[src/clut_pixel_decoder_top_macros.svh]
// assertion macros for the palette pixel decoder
`ifndef CLUT_PIXEL_DECODER_TOP_MACROS_SVH
`define CLUT_PIXEL_DECODER_TOP_MACROS_SVH

// consequent checked in the same cycle as the antecedent
`define CLUTD_ASSERT_NOW(label, clk, rst, ante, cons, msg) \
   label: assert property (@(posedge clk) disable iff (rst) (ante) |-> (cons)) \
      else $error(msg);

// consequent checked in the cycle after the antecedent
`define CLUTD_ASSERT_NEXT(label, clk, rst, ante, cons, msg) \
   label: assert property (@(posedge clk) disable iff (rst) (ante) |=> (cons)) \
      else $error(msg);

`endif

[src/clutd_pkg.sv]
// shared types and constants for the palette pixel decoder
package clutd_pkg;

   localparam int INDEX_W = 8;
   localparam int COLOR_W = 16;
   localparam int ARGB_W  = 32;
   localparam int CSR_INDEX_W = 1;
   localparam int CSR_DATA_W  = 1;

   localparam int SEMI_BIT = 15;
   localparam logic [31:0] ARGB_OPAQUE_BLACK = 32'hFF00_0000;
   localparam logic [31:0] ARGB_CLEAR        = 32'h0000_0000;

   // floor(x / 3) == (x * 683) >> 11 for x below 2048
   localparam logic [9:0] DIV3_MUL   = 10'd683;
   localparam int         DIV3_SHIFT = 11;

   // floor(c * 255 / 31) for each 5-bit channel value
   localparam logic [7:0] EXPAND5_TABLE [32] = '{
      8'd0,   8'd8,   8'd16,  8'd24,  8'd32,  8'd41,  8'd49,  8'd57,
      8'd65,  8'd74,  8'd82,  8'd90,  8'd98,  8'd106, 8'd115, 8'd123,
      8'd131, 8'd139, 8'd148, 8'd156, 8'd164, 8'd172, 8'd180, 8'd189,
      8'd197, 8'd205, 8'd213, 8'd222, 8'd230, 8'd238, 8'd246, 8'd255
   };

   typedef enum logic {
      ACT_WRITE = 1'b0,
      ACT_PIXEL = 1'b1
   } action_type;

   typedef enum logic {
      MODE_8BIT = 1'b0,
      MODE_4BIT = 1'b1
   } pixel_mode_type;

   typedef enum logic [CSR_INDEX_W-1:0] {
      CSR_PIXEL_MODE  = 1'b0,
      CSR_FORCE_BLACK = 1'b1
   } csr_index_type;

endpackage

[src/clutd_color_conv.sv]
// bgr555 plus semitransparency bit to argb8888 conversion
module clutd_color_conv (
   input  logic [clutd_pkg::COLOR_W-1:0] color,
   input  logic                          force_black,
   output logic [clutd_pkg::ARGB_W-1:0]  argb
);
   import clutd_pkg::*;

   logic [7:0]  red;
   logic [7:0]  green;
   logic [7:0]  blue;
   logic [9:0]  chan_sum;
   logic [19:0] sum_scaled;
   logic [7:0]  alpha;
   logic        is_black;
   logic        semi;

   always_comb begin
      red        = EXPAND5_TABLE[color[4:0]];
      green      = EXPAND5_TABLE[color[9:5]];
      blue       = EXPAND5_TABLE[color[14:10]];
      semi       = color[SEMI_BIT];
      is_black   = (color[14:0] == 15'd0);
      chan_sum   = 10'(red) + 10'(green) + 10'(blue);
      sum_scaled = 20'(chan_sum) * 20'(DIV3_MUL);
      alpha      = semi ? sum_scaled[DIV3_SHIFT +: 8] : 8'hFF;
      if (is_black) begin
         argb = (semi || force_black) ? ARGB_CLEAR : ARGB_OPAQUE_BLACK;
      end else begin
         argb = {alpha, red, green, blue};
      end
   end

endmodule

[config.mk]
export PLATFORM = sky130hd
export DESIGN_NAME = clutd_color_conv
export DESIGN_NICKNAME = d
export VERILOG_FILES = /design/src/clut_pixel_decoder_top_macros.svh /design/src/clutd_pkg.sv /design/src/clutd_color_conv.sv
export SDC_FILE = /design/constraint.sdc
export NUM_CORES = 1
export LEC_CHECK = 0
export BUFFER_PORTS_ARGS = -buffer_cell sky130_fd_sc_hd__buf_4
export CORE_UTILIZATION = 33
export DETAILED_ROUTE_END_ITERATION = 7
export GPL_TIMING_DRIVEN = 0
export PLACE_DENSITY_LB_ADDON = 0.2
export SYNTH_ARGS = -nofsm -noshare
export SYNTH_HDL_FRONTEND = slang
export SYNTH_SLANG_ARGS = --single-unit
export TNS_END_PERCENT = 30
[constraint.sdc]
create_clock -name vclk -period 9.35
set_clock_uncertainty 0.05 [all_clocks]
set_input_delay 1.4025 -clock vclk [all_inputs]
set_output_delay 1.4025 -clock vclk [all_outputs]
set_load 0.01 [all_outputs]
==> impl.org <==
** Final layout
- The sequential cells in the finished layout cover a total of 0 um2.
- Leaving out fill and tap cells, the most frequent cell in the layout is sky130_fd_sc_hd__buf_4.
- Multi-input logic area :: 2570 um2
- At the end of the flow the core is filled with cells to 0.447.
- Leaving out fill and tap cells, the most frequent cells in the layout are sky130_fd_sc_hd__buf_4, sky130_fd_sc_hd__ha_1, sky130_fd_sc_hd__inv_1.
- Antenna Cells :: 0
- After filler insertion, the fill cell instance count of the layout stands at 795.
- The final layout contains a sequential cell count of 0.
- Of the cells placed in the final design, the portion with a size suffix greater than 1 is 0.255.
- Net count reported at finish :: 491
- Area Growth Syn to Fin :: 32.1%
- Number of clock buffer instances in the layout :: 0

** Global route
- After global routing the overflow that remains totals 0.
- Entering global routing, the biggest net connects 11 pins.
- The number of global-route vias before repair came to 2222.
- First-pass GRT wire length :: 10.3 mm
- The initial antenna violation count came to 0.
- In the global route stage, overall resource usage came out at 0.149.

** Worst setup path
- Critical path startpoint category :: input port
- Data arrival time of the critical path :: 7.64 ns
- Critical Path Fanout Max :: 7
- Among all stages on the critical path, the largest delay is contributed by sky130_fd_sc_hd__fa_1.
- Required time at the endpoint of the critical path :: 7.90 ns
- Element type at the critical path end :: primary output
- Peak per-stage delay on the critical path :: 0.55 ns
- The worst setup path is of the in -> out kind.

** Route
- Number of optimization iterations in the first detailed-route pass :: 4
- In the final routed layout, each cell accounts on average for 12.8 um.
- The count of nets left with antenna violations once routing finished came out at 0.
- Drt initial violations :: 48
- Post-Route WL :: 6.21 mm
- The routed layout has 2359 vias.
- Using the TritonRoute via totals, the vias-per-cell ratio works out to 4.88.
- Residual DRC :: 0

** Timing
- The max-slew violation total from the final report is 0.
- For this run, the top clock speed supported by timing is 0.110 GHz.
- Headroom to the max-slew limit came out at 0.515.
- The number of failing hold endpoints at the final stage came to 0.
- Setup repair after global routing could not meet its margin everywhere.
- Final worst path period need :: 9.09 ns
- Dividing the final minimum period by the clock period gives 0.972.
- Setup violations remaining at the end of the flow were counted as 0.
- Post-Route Hold Slack :: 3.06 ns
- Transition at the pin with the smallest max-transition slack :: 0.722 ns

** Floorplanning
- Die boundary height :: 90.8 um
- Core ar. :: 7690 um2
- For this configuration, the core starts out at a cell density of 0.338.
- X dimension of the die :: 90.8 um
- After floorplanning, the core was divided into 32 placement rows.
- For this design the top-level I/O count stands at 49.
- Area enclosed by the die boundary :: 8240 um2

** Logic synthesis
- The cell count after synthesis came out at 314.
- Each instance of the synthesized netlist takes up on average 8.28 um2.
- The share of the Yosys chip area taken by registers is 0.
- Cell area after technology mapping :: 2600 um2
- Syn_nets :: 422
- Yosys Warn Count :: 0
- After synthesis, the netlist uses 43 different library cells.

** Outcome
- The flow ran to the end, and the final reports show no timing, DRC or antenna violations.

** Placement
- Summed over all nets, the half-perimeter wirelength after detailed placement is 5.32 mm.
- Final GP Congestion :: 0.821
- Count of input and output buffers :: 49

** Job
- Number of max-capacitance violations reported :: 0

** Min path
- Hold WC Path Type :: in -> out

** Clock tree
- Hold repair after CTS inserted 0 buffers.
==> critical path: cells and delay by family <==
kind	cells	cell delay, ns
buffers and inverters	6	0.51
XOR/XNOR	2	0.33
AND/OR/NAND/NOR	5	0.65
multiplexers	1	0.19
AO/OA/AOI/OAI	7	1.46
adder cells (fa/ha/maj)	8	3.09
==> per-stage QoR <==
stage	TNS [ns]	setup slack (ns)	instances	instance area, um2
2_1_floorplan	0	0.328	314	2600
3_5_place_dp	-3.18	-0.506	465	3100
6_report	0	0.257	483	3440
3_3_place_gp	-2.98	-0.483	465	3100
4_1_cts	0	0.0510	468	3170
5_1_grt	-0.147	-0.0777	483	3440
==> layer usage <==
layer	up-vias	wire [um]	track usage
met4	0	0	0
met1	1131	3120	0.223
met5	-	0	0
met3	0	76	0
li1	1209	-	-
met2	19	3010	0.254
==> cell type report <==
class	count	area share
well taps	102	0.0371
repair buffers	67	0.151
plain buffers	16	0.0175
inverters	43	0.0470
multi-input cells	255	0.747
==> final timing paths <==
kind / from / end / slack [ns] / cells after the start
worst min-delay path: color[1] / argb[20] / 3.06 / 3
worst max-delay path: color[4] / argb[28] / 0.26 / 29
==> timing repair <==
item | CTS | global route
pin swaps | 4 | 18
setup endpoints to repair | 8 | 8
endpoints found under the hold margin | 0 | 0
setup buffers | 3 | 15
gates resized for setup | 14 | 25
==> synth_stat cells (2+ instances only) <==
cell type,count,area share
sky130_fd_sc_hd__o21a_1,3,0.0087
sky130_fd_sc_hd__ha_1,64,0.31
sky130_fd_sc_hd__nand4_1,2,0.0048
sky130_fd_sc_hd__nor2b_1,2,0.0048
sky130_fd_sc_hd__nand2b_1,2,0.0048
sky130_fd_sc_hd__a211oi_1,4,0.012
sky130_fd_sc_hd__clkbuf_1,16,0.023
sky130_fd_sc_hd__a21o_1,11,0.032
sky130_fd_sc_hd__and3_1,4,0.0096
sky130_fd_sc_hd__o311a_1,2,0.0077
sky130_fd_sc_hd__a211o_1,2,0.0067
sky130_fd_sc_hd__xnor2_1,8,0.027
sky130_fd_sc_hd__nor4_1,3,0.0072
sky130_fd_sc_hd__nand2_1,19,0.027
sky130_fd_sc_hd__o211ai_1,3,0.0087
sky130_fd_sc_hd__o21ai_0,8,0.015
sky130_fd_sc_hd__mux2i_1,3,0.012
sky130_fd_sc_hd__and2_1,4,0.0096
sky130_fd_sc_hd__inv_1,43,0.062
sky130_fd_sc_hd__nor3_1,7,0.013
sky130_fd_sc_hd__o21bai_1,3,0.0087
sky130_fd_sc_hd__xor2_1,12,0.040
sky130_fd_sc_hd__fa_1,27,0.21
sky130_fd_sc_hd__a21boi_0,2,0.0058
sky130_fd_sc_hd__nor2_1,21,0.030
sky130_fd_sc_hd__a21oi_1,22,0.042
==> cells by family (layout without fill, tap and decap cells) <==
family / count (synthesis) / count (layout) / share of synthesized area
XOR/XNOR: 22 / 22 / 0.0842
adder cells (fa/ha/maj): 92 / 92 / 0.520
AO/OA/AOI/OAI: 67 / 67 / 0.167
AND/OR/NAND/NOR: 71 / 71 / 0.132
multiplexers: 3 / 3 / 0.0116
buffers and inverters: 59 / 126 / 0.0852
Power is left out: the tool's default activity adds up to more than one toggle a clock period on the data nets, which glitch-free logic cannot reach.
